### src/rtl/svn_pkg.sv
// types and constants shared by the smooth vertex normals block
package svn_pkg;

  localparam int POS_BITS = 24;
  localparam int NRM_BITS = 16;
  localparam int IDX_BITS = 12;
  localparam int ACC_BITS = 64;
  localparam int MAG_BITS = 24;
  localparam int LEN_BITS = 32;
  localparam logic [NRM_BITS-1:0] NRM_ONE = NRM_BITS'(1) << (NRM_BITS - 2);

  typedef enum logic [1:0] {
    OP_LOAD,
    OP_TRI,
    OP_FINISH,
    OP_READ
  } op_t;

  typedef enum logic [2:0] {
    ST_OK,
    ST_FULL,
    ST_RANGE,
    ST_EMPTY,
    ST_PHASE
  } status_t;

  typedef enum logic [1:0] {
    PH_EMPTY,
    PH_LOADING,
    PH_TRIANGLES,
    PH_FINISHED
  } phase_t;

  typedef enum logic [1:0] {
    SRC_FACES,
    SRC_VERTEX,
    SRC_UP
  } src_t;

  typedef enum logic [3:0] {
    S_IDLE,
    S_DECODE,
    S_TRI_RD,
    S_TRI_CAP,
    S_EDGE,
    S_CROSS,
    S_ACC_RD,
    S_ACC_WR,
    S_FIN_RD,
    S_FIN_SEL,
    S_FIN_NORM,
    S_RD_WAIT,
    S_RESP
  } state_t;

  typedef enum logic [3:0] {
    N_IDLE,
    N_MAX,
    N_SHIFT,
    N_SQ,
    N_SQRT,
    N_DLOAD,
    N_DIV,
    N_DONE
  } nrm_state_t;

  typedef struct packed {
    op_t                         operation;
    logic signed [POS_BITS-1:0]  pos_x;
    logic signed [POS_BITS-1:0]  pos_y;
    logic signed [POS_BITS-1:0]  pos_z;
    logic [IDX_BITS-1:0]         corner_a;
    logic [IDX_BITS-1:0]         corner_b;
    logic [IDX_BITS-1:0]         corner_c;
  } in_item_t;

  typedef struct packed {
    status_t                     status;
    logic signed [NRM_BITS-1:0]  normal_x;
    logic signed [NRM_BITS-1:0]  normal_y;
    logic signed [NRM_BITS-1:0]  normal_z;
    src_t                        normal_source;
  } out_item_t;

  typedef struct packed {
    logic                        start;
    logic [2:0][ACC_BITS-1:0]    vec;
  } nrm_req_t;

  typedef struct packed {
    logic                        done;
    logic [2:0][NRM_BITS-1:0]    n;
  } nrm_rsp_t;

endpackage

### src/rtl/svn_norm.sv
// iterative normalizer: shift search, sum of squares, square root, divide
module svn_norm (
  input  logic              clk,
  input  logic              rst_n,
  input  svn_pkg::nrm_req_t req,
  output svn_pkg::nrm_rsp_t rsp
);

  localparam int AB  = svn_pkg::ACC_BITS;
  localparam int MB  = svn_pkg::MAG_BITS;
  localparam int NB  = svn_pkg::NRM_BITS;
  localparam int LW  = svn_pkg::LEN_BITS;
  localparam int DW  = MB + NB + 6;
  localparam int RW  = LW + 2;
  localparam int QCW = $clog2(DW + 1);
  localparam int QW  = 2 * MB + 2;

  svn_pkg::nrm_state_t st_r, st_nxt;

  logic [2:0]          sgn_r, sgn_nxt;
  logic [2:0][AB-1:0]  mag_r, mag_nxt;
  logic [AB-1:0]       m_r, m_nxt;
  logic [1:0]          j_r, j_nxt;
  logic [2*MB-1:0]     sq_r;
  logic [MB-1:0]       sq_op;
  logic [QW-1:0]       q_r, q_nxt;
  logic [63:0]         v_r, v_nxt, rt_r, rt_nxt, bit_r, bit_nxt;
  logic [63:0]         trial;
  logic [DW-1:0]       dd_r, dd_nxt;
  logic [RW-1:0]       rem_r, rem_nxt, rem_sh;
  logic [QCW-1:0]      bc_r, bc_nxt;
  logic [2:0][NB-1:0]  n_r, n_nxt;
  logic [LW:0]         dv;
  logic                qbit;
  logic [DW-1:0]       quo;
  logic [NB-1:0]       r_clamp;

  assign trial  = rt_r + bit_r;
  assign dv     = {rt_r[LW-1:0], 1'b0};
  assign rem_sh = {rem_r[RW-2:0], dd_r[DW-1]};
  assign qbit   = rem_sh >= RW'(dv);
  assign quo    = {dd_r[DW-2:0], qbit};
  assign r_clamp = (quo > DW'(svn_pkg::NRM_ONE)) ? svn_pkg::NRM_ONE : quo[NB-1:0];
  assign sq_op  = mag_r[j_r][MB-1:0];

  // next state
  always_comb begin
    st_nxt = st_r;
    case (st_r)
      svn_pkg::N_IDLE:  if (req.start) st_nxt = svn_pkg::N_MAX;
      svn_pkg::N_MAX:   st_nxt = svn_pkg::N_SHIFT;
      svn_pkg::N_SHIFT: if (m_r[AB-1:MB] == '0) st_nxt = svn_pkg::N_SQ;
      svn_pkg::N_SQ:    if (j_r == 2'd3) st_nxt = svn_pkg::N_SQRT;
      svn_pkg::N_SQRT:  if (bit_r[0]) st_nxt = svn_pkg::N_DLOAD;
      svn_pkg::N_DLOAD: st_nxt = svn_pkg::N_DIV;
      svn_pkg::N_DIV: begin
        if (bc_r == QCW'(DW - 1)) begin
          st_nxt = (j_r == 2'd2) ? svn_pkg::N_DONE : svn_pkg::N_DLOAD;
        end
      end
      svn_pkg::N_DONE:  st_nxt = svn_pkg::N_IDLE;
      default:          st_nxt = svn_pkg::N_IDLE;
    endcase
  end

  // datapath
  always_comb begin
    sgn_nxt = sgn_r;
    mag_nxt = mag_r;
    m_nxt   = m_r;
    j_nxt   = j_r;
    q_nxt   = q_r;
    v_nxt   = v_r;
    rt_nxt  = rt_r;
    bit_nxt = bit_r;
    dd_nxt  = dd_r;
    rem_nxt = rem_r;
    bc_nxt  = bc_r;
    n_nxt   = n_r;
    case (st_r)
      svn_pkg::N_IDLE: begin
        for (int i = 0; i < 3; i++) begin
          sgn_nxt[i] = req.vec[i][AB-1];
          mag_nxt[i] = req.vec[i][AB-1] ? (~req.vec[i] + AB'(1)) : req.vec[i];
        end
      end
      svn_pkg::N_MAX: begin
        m_nxt = mag_r[0];
        if (mag_r[1] > m_nxt) m_nxt = mag_r[1];
        if (mag_r[2] > m_nxt) m_nxt = mag_r[2];
      end
      svn_pkg::N_SHIFT: begin
        // coarse steps of eight while far above range, then single bits
        if (m_r[AB-1:MB+8] != '0) begin
          m_nxt = m_r >> 8;
          for (int i = 0; i < 3; i++) mag_nxt[i] = mag_r[i] >> 8;
        end else if (m_r[AB-1:MB] != '0) begin
          m_nxt = m_r >> 1;
          for (int i = 0; i < 3; i++) mag_nxt[i] = mag_r[i] >> 1;
        end else begin
          j_nxt = 2'd0;
        end
      end
      svn_pkg::N_SQ: begin
        j_nxt = j_r + 2'd1;
        if (j_r == 2'd0) q_nxt = '0;
        else q_nxt = q_r + QW'(sq_r);
        if (j_r == 2'd3) begin
          v_nxt   = 64'(q_r + QW'(sq_r)) << 12;
          rt_nxt  = '0;
          bit_nxt = 64'(1) << 62;
          j_nxt   = 2'd0;
        end
      end
      svn_pkg::N_SQRT: begin
        if (v_r >= trial) begin
          v_nxt  = v_r - trial;
          rt_nxt = (rt_r >> 1) + bit_r;
        end else begin
          rt_nxt = rt_r >> 1;
        end
        bit_nxt = bit_r >> 2;
      end
      svn_pkg::N_DLOAD: begin
        dd_nxt  = (DW'(mag_r[j_r][MB-1:0]) << (NB + 5)) + DW'(rt_r[LW-1:0]);
        rem_nxt = '0;
        bc_nxt  = '0;
      end
      svn_pkg::N_DIV: begin
        rem_nxt = qbit ? (rem_sh - RW'(dv)) : rem_sh;
        dd_nxt  = quo;
        bc_nxt  = bc_r + QCW'(1);
        if (bc_r == QCW'(DW - 1)) begin
          n_nxt[j_r] = sgn_r[j_r] ? (~r_clamp + NB'(1)) : r_clamp;
          j_nxt      = j_r + 2'd1;
        end
      end
      default: ;
    endcase
  end

  always_ff @(posedge clk) begin
    if (!rst_n) begin
      st_r <= svn_pkg::N_IDLE;
    end else begin
      st_r <= st_nxt;
    end
  end

  always_ff @(posedge clk) begin
    sgn_r <= sgn_nxt;
    mag_r <= mag_nxt;
    m_r   <= m_nxt;
    j_r   <= j_nxt;
    sq_r  <= sq_op * sq_op;
    q_r   <= q_nxt;
    v_r   <= v_nxt;
    rt_r  <= rt_nxt;
    bit_r <= bit_nxt;
    dd_r  <= dd_nxt;
    rem_r <= rem_nxt;
    bc_r  <= bc_nxt;
    n_r   <= n_nxt;
  end

  assign rsp.done = (st_r == svn_pkg::N_DONE);
  assign rsp.n    = n_r;

endmodule

### config.mk
export PLATFORM = sky130hd
export DESIGN_NAME = svn_norm
export DESIGN_NICKNAME = d
export VERILOG_FILES = /design/src/rtl/svn_pkg.sv /design/src/rtl/svn_norm.sv
export SDC_FILE = /design/constraint.sdc
export NUM_CORES = 2
export LEC_CHECK = 0
export ABC_AREA = 0
export BUFFER_PORTS_ARGS = -buffer_cell sky130_fd_sc_hd__buf_2
export CAP_MARGIN = 20
export CORE_MARGIN = 10
export CORE_UTILIZATION = 45
export CTS_BUF_LIST = sky130_fd_sc_hd__clkbuf_4 sky130_fd_sc_hd__clkbuf_8
export DETAILED_ROUTE_END_ITERATION = 10
export GPL_ROUTABILITY_DRIVEN = 1
export HOLD_SLACK_MARGIN = 0.02
export PLACE_DENSITY = 0.72
export SYNTH_ARGS = -nofsm -noshare
export SYNTH_HDL_FRONTEND = slang
export SYNTH_SLANG_ARGS = --single-unit
export TNS_END_PERCENT = 20
### constraint.sdc
create_clock -name clk -period 17.8 [get_ports clk]
set_input_delay 2.67 -clock clk [delete_from_list [all_inputs] [get_ports clk]]
set_output_delay 2.67 -clock clk [all_outputs]
set_load 0.03 [all_outputs]
Word level (Yosys, flattened, before mapping)
Cells that the tools add are included.
- bits in registers: 688
- input port bits: 195
- output and inout bits: 49
- word-level logic and storage cells: 125
- add/subtract/negate cells: 13
- multiply operators: 1
- magnitude comparators: 7
- eq/ne operators: 19
- mux-type cells: 45
- bitwise gates (word level): 4
- reduce and logical (&&, ||, !) cells: 18
- operator list (kind ; number):
    $mux W64 ; 13
    $pmux W64 S2 ; 4
    $mux W192 ; 2
    $pmux W192 S2 ; 1
    $add A64 B1 Y64 const B ; 3
    $not A64 Y64 ; 3
    $bmux W64 S2 ; 1
    $gt A64 B64 Y1 ; 2
    $pmux W46 S2 ; 1
    $pmux W33 S2 ; 1
    $add A63 B64 Y64 ; 1
    $add A64 B64 Y64 ; 1
    $ge A64 B64 Y1 ; 1
    $sub A64 B64 Y64 ; 1
    $add A50 B48 Y51 ; 1
    $add A50 B48 Y50 ; 1
    $bwmux W48 ; 1
    $mul A24 B24 Y48 ; 1
    $mux W16 ; 3
    $add A45 B32 Y46 ; 1
    $gt A46 B15 Y1 const B ; 1
    $logic_not A40 Y1 ; 1
    $reduce_bool A40 Y1 ; 1
    $ge A34 B33 Y1 ; 1
    34 further kinds ; 60

Longest topological paths before layout
- depth in word-level cells: 7
- depth in mapped cells: 35
- depth with buffers taken out: 30

Worst setup path after synthesis
Ideal clock, no wire load.
- kind: register to register
- start: register m_r[56]
- end: register mag_r[0] (netlist name) (enable)
- library setup time: 1.039 ns
- arrival: 14.534 ns
- data required time: 16.761 ns
- setup slack: 2.227 ns
- stages on the path, launching flop included: 6
- path buffers: 0
- period minus slack after synthesis: 15.573 ns
- path through: edfxtp_1 -> nor4_1 -> nand4_1 -> nor2_1 -> and3_1 -> a21boi_0
- longest elaborated chain between the ends: 3
- elaborated cells between the ends (all ways): 4
- those cells by class: 1 x eq/ne; 3 x reduce/logical
- ends and longest elaborated chain (item ; line ; text):
    start: declaration ; svn_norm.sv:22 ; logic [AB-1:0] m_r, m_nxt;
    start signal: assignment ; svn_norm.sv:153 ; m_r <= m_nxt;
    $reduce_bool A40 Y1 / $reduce_bool A32 Y1 (equally long branches) ; svn_norm.sv:97, svn_norm.sv:94 ;
    $ne A3 B3 Y1 (no line) (*) ; -- ;
    $reduce_and A2 Y1 (no line) (*) ; -- ;
    end signal: assignment ; svn_norm.sv:152 ; mag_r <= mag_nxt;
    end: declaration ; svn_norm.sv:21 ; logic [2:0][AB-1:0] mag_r, mag_nxt;
Every way passes the cells marked *; elsewhere a longest branch is shown, timed or not.
A chain may end at the register's enable or synchronous reset.

Worst setup path after layout
- start: register j_r[0]
- end: register sq_r[45]
- longest elaborated chain between the ends: 3
- ends and longest elaborated chain (item ; line ; text):
    start: declaration ; svn_norm.sv:23 ; logic [1:0] j_r, j_nxt;
    start signal: assignment ; svn_norm.sv:154 ; j_r <= j_nxt;
    $bmux W64 S2 ; svn_norm.sv:44 ; assign sq_op = mag_r[j_r][MB-1:0];
    $mux W24 (implied by the code) ; svn_norm.sv:44 ;
    $mul A24 B24 Y48 ; svn_norm.sv:155 ; sq_r <= sq_op * sq_op;
    end signal: assignment ; svn_norm.sv:155 ;
    end: declaration ; svn_norm.sv:24 ; logic [2*MB-1:0] sq_r;
Every way passes these cells. The select of a mux whose other input is x is not followed.

==> metrics.yaml <==
clockRootBuffer: "clkbuf_8"
setup_ws_ns: 7.81
rows: 137
syn_avg_cell_area_um2: 8.89
ys_seq_area_share_pct: 29.0
ant_nets: 0
crit_slowest_cell: "edfxtp_1"
cts.clk_slew.worst_paths_ns: 0.07
syn_nets: 8307
crit_type: "reg2reg"
synthTopCellsByArea: "edfxtp_1 (27%), fa_1 (14%), ha_1 (10%)"
cts_tree: "done"
grt_pass1_vias: 54100
fillers: 13000
grt-ovfl-total: 0
dp_hpwl_um: 149000
tightest_slew_ns: 1.17
slowest_delay_ns: 1.00
drt_wl_total_um: 192000
cp_data_arrival_time_ns: 10.74
num_io_pins: 244
stdcell_count: 9243
period_share_pct: 56.1
relSlewSlack_pct: 21.2
skew_ns: 0.0677
h-tree-depth: 3
area.growth.synth_to_final_pct: 8.78
die_width_um: 396
grt_first_pass_wirelength_um: 301000
crit_fanout: 30
fin_util_pct: 49.4
max_cap_violations: 0
grt_max_degree: 201
drive_gt1_share_pct: 7.95
ys_seq_elements: 630
vias_per_cell: 5.89
min_path_cells: 2
first_pass_iters: 6
drcViolationCount: 0
ys_async_sr_fraction_pct: 0
setup-tns-final_ns: 0
track_usage_pct: 23.8
status: "complete, no violations"
yosys.cell_types.count: 80
initial_utilization_pct: 45.4
clk_latency_ns: 0.87
cts_hold_buffers: 0
cp-start-kind: "flop"
syn_inst: 7144
dieArea_um2: 157000
reg2reg_depth: 28
cts_resized: 0
wl_per_cell_um: 20.8
pre_cts_ws_ns: 7.82
min_period_ns: 9.99
synth-main-ff-cell: "edfxtp_1"
numClockSinks: 630
postCtsSetupBuffers: 0
fin_nets: 8431
synth_area_leader_cell: "edfxtp_1"
synth_top_area_share_pct: 27.4
cts_buffer_depth: 3
final_max_slew_viol_count: 0
place_congestion: 0.950
drtIter0Drc: 5587
core_um2: 140000
endpoint_kind: "flop"
antenna_found_initial: 13
num_vias: 54400
finalHoldViolCount: 0
io_buffers: 243
setup_viol_count_final: 0
hold_class: "reg2reg"
synth-edff-count: 580
rsz0062_at_grt: "no"
dp.cells: 9030
syn_area_um2: 63500
ys_warn_count: 0
fmax_mhz: 100
required_ns: 18.55
numCtsBuffers: 110
die-height_um: 396
[logic make-up after synthesis]
group           after synthesis  share of synthesized area (%)
compound gates             1589                           15.8
xor+xnor                    492                           6.79
fa+ha+maj                   968                           24.2
buf+inv                    1087                           6.44
flops                       630                           29.0
mux                         104                           1.64
simple gates               2274                           16.1
[layout by cell type, fill, tap and decap left out, drive strengths merged, types with 50 or more instances in the layout]
master    n
nand4    98
fa      436
o21ai   355
nor2    693
buf     310
a21oi   391
nand2   851
edfxtp  580
a21o    147
inv     786
nor3    118
ha      532
a31oi   237
clkbuf  150
xor2    149
mux2i   103
nor4     51
and2     57
nor2b    52
dfxtp    50
or3      72
o31ai    87
xnor2   343
nand3    93
a211oi   97
[layout make-up]
class	count	area (µm²)	area share, %
multi-input combinational	5427	41100	59.5
inverter	788	2960	4.28
antenna	6	15.0	0.0217
sequential	630	18400	26.7
timing repair buffer	311	1760	2.55
clock inverter	55	572	0.828
tap	1876	2350	3.40
clock buffer	150	1870	2.71
[critical path, delay by kind of cell (launching register included)]
family	cells	cell delay (ns)
adders and majority gates	8	3.91
and+or+nand+nor	3	0.83
buffers and inverters	9	1.38
AOI/OAI and AO/OA	8	2.74
DFF	1	1.00
[flip-flops by register name, indices dropped and copies added (netlist names)]
register  cells
st_r          3
rem_r        33
q_r          50
rsp          48
v_r          64
dd_r         46
bc_r          6
mag_r       192
j_r           2
m_r          40
sgn_r         3
bit_r        32
sq_r         47
rt_r         64
[synthesized netlist by cell type, drive strengths merged, types with 32 or more instances]
| cell type | n |
|---|---|
| a211oi | 97 |
| a21o | 147 |
| a21oi | 391 |
| a31oi | 237 |
| and2 | 57 |
| and3 | 38 |
| clkbuf | 269 |
| dfxtp | 50 |
| edfxtp | 580 |
| fa | 436 |
| ha | 532 |
| inv | 783 |
| mux2i | 103 |
| nand2 | 851 |
| nand2b | 48 |
| nand3 | 93 |
| nand4 | 98 |
| nor2 | 693 |
| nor2b | 52 |
| nor3 | 118 |
| nor4 | 51 |
| o21ai | 355 |
| o21bai | 32 |
| o31ai | 87 |
| o41ai | 34 |
| or2 | 32 |
| or3 | 72 |
| xnor2 | 343 |
| xor2 | 149 |
[metal layers]
metal / wire length (µm) / global-route usage [%] / vias to the layer above
met1: 79600 / 31.4 / 26400
met2: 87700 / 38.5 / 2458
li1: - / - / 25200
met3: 17500 / 4.71 / 424
met5: 73 / 0 / -
met4: 7150 / 8.47 / 10
[path summary, 6_finish.rpt]
kind	slack (ns)	startpoint	to
max reg2reg	7.81	j_r[0]	sq_r[45]
min	0.55	dd_r[44]	dd_r[45]
min reg2reg	0.55	dd_r[44]	dd_r[45]
max	7.81	j_r[0]	sq_r[45]
[metrics by stage]
stage / hold slack (ns) / cell area (µm²)
final: 0.550 / 69100
after global routing: 0.591 / 69100
after CTS: 0.549 / 69000
after detailed placement: 0.541 / 66600
after global placement: 0.537 / 66600
after floorplan: 0.510 / 63500
Power is not shown: default switching activity piles up to over one toggle a cycle in this logic, so the estimate is an artifact.
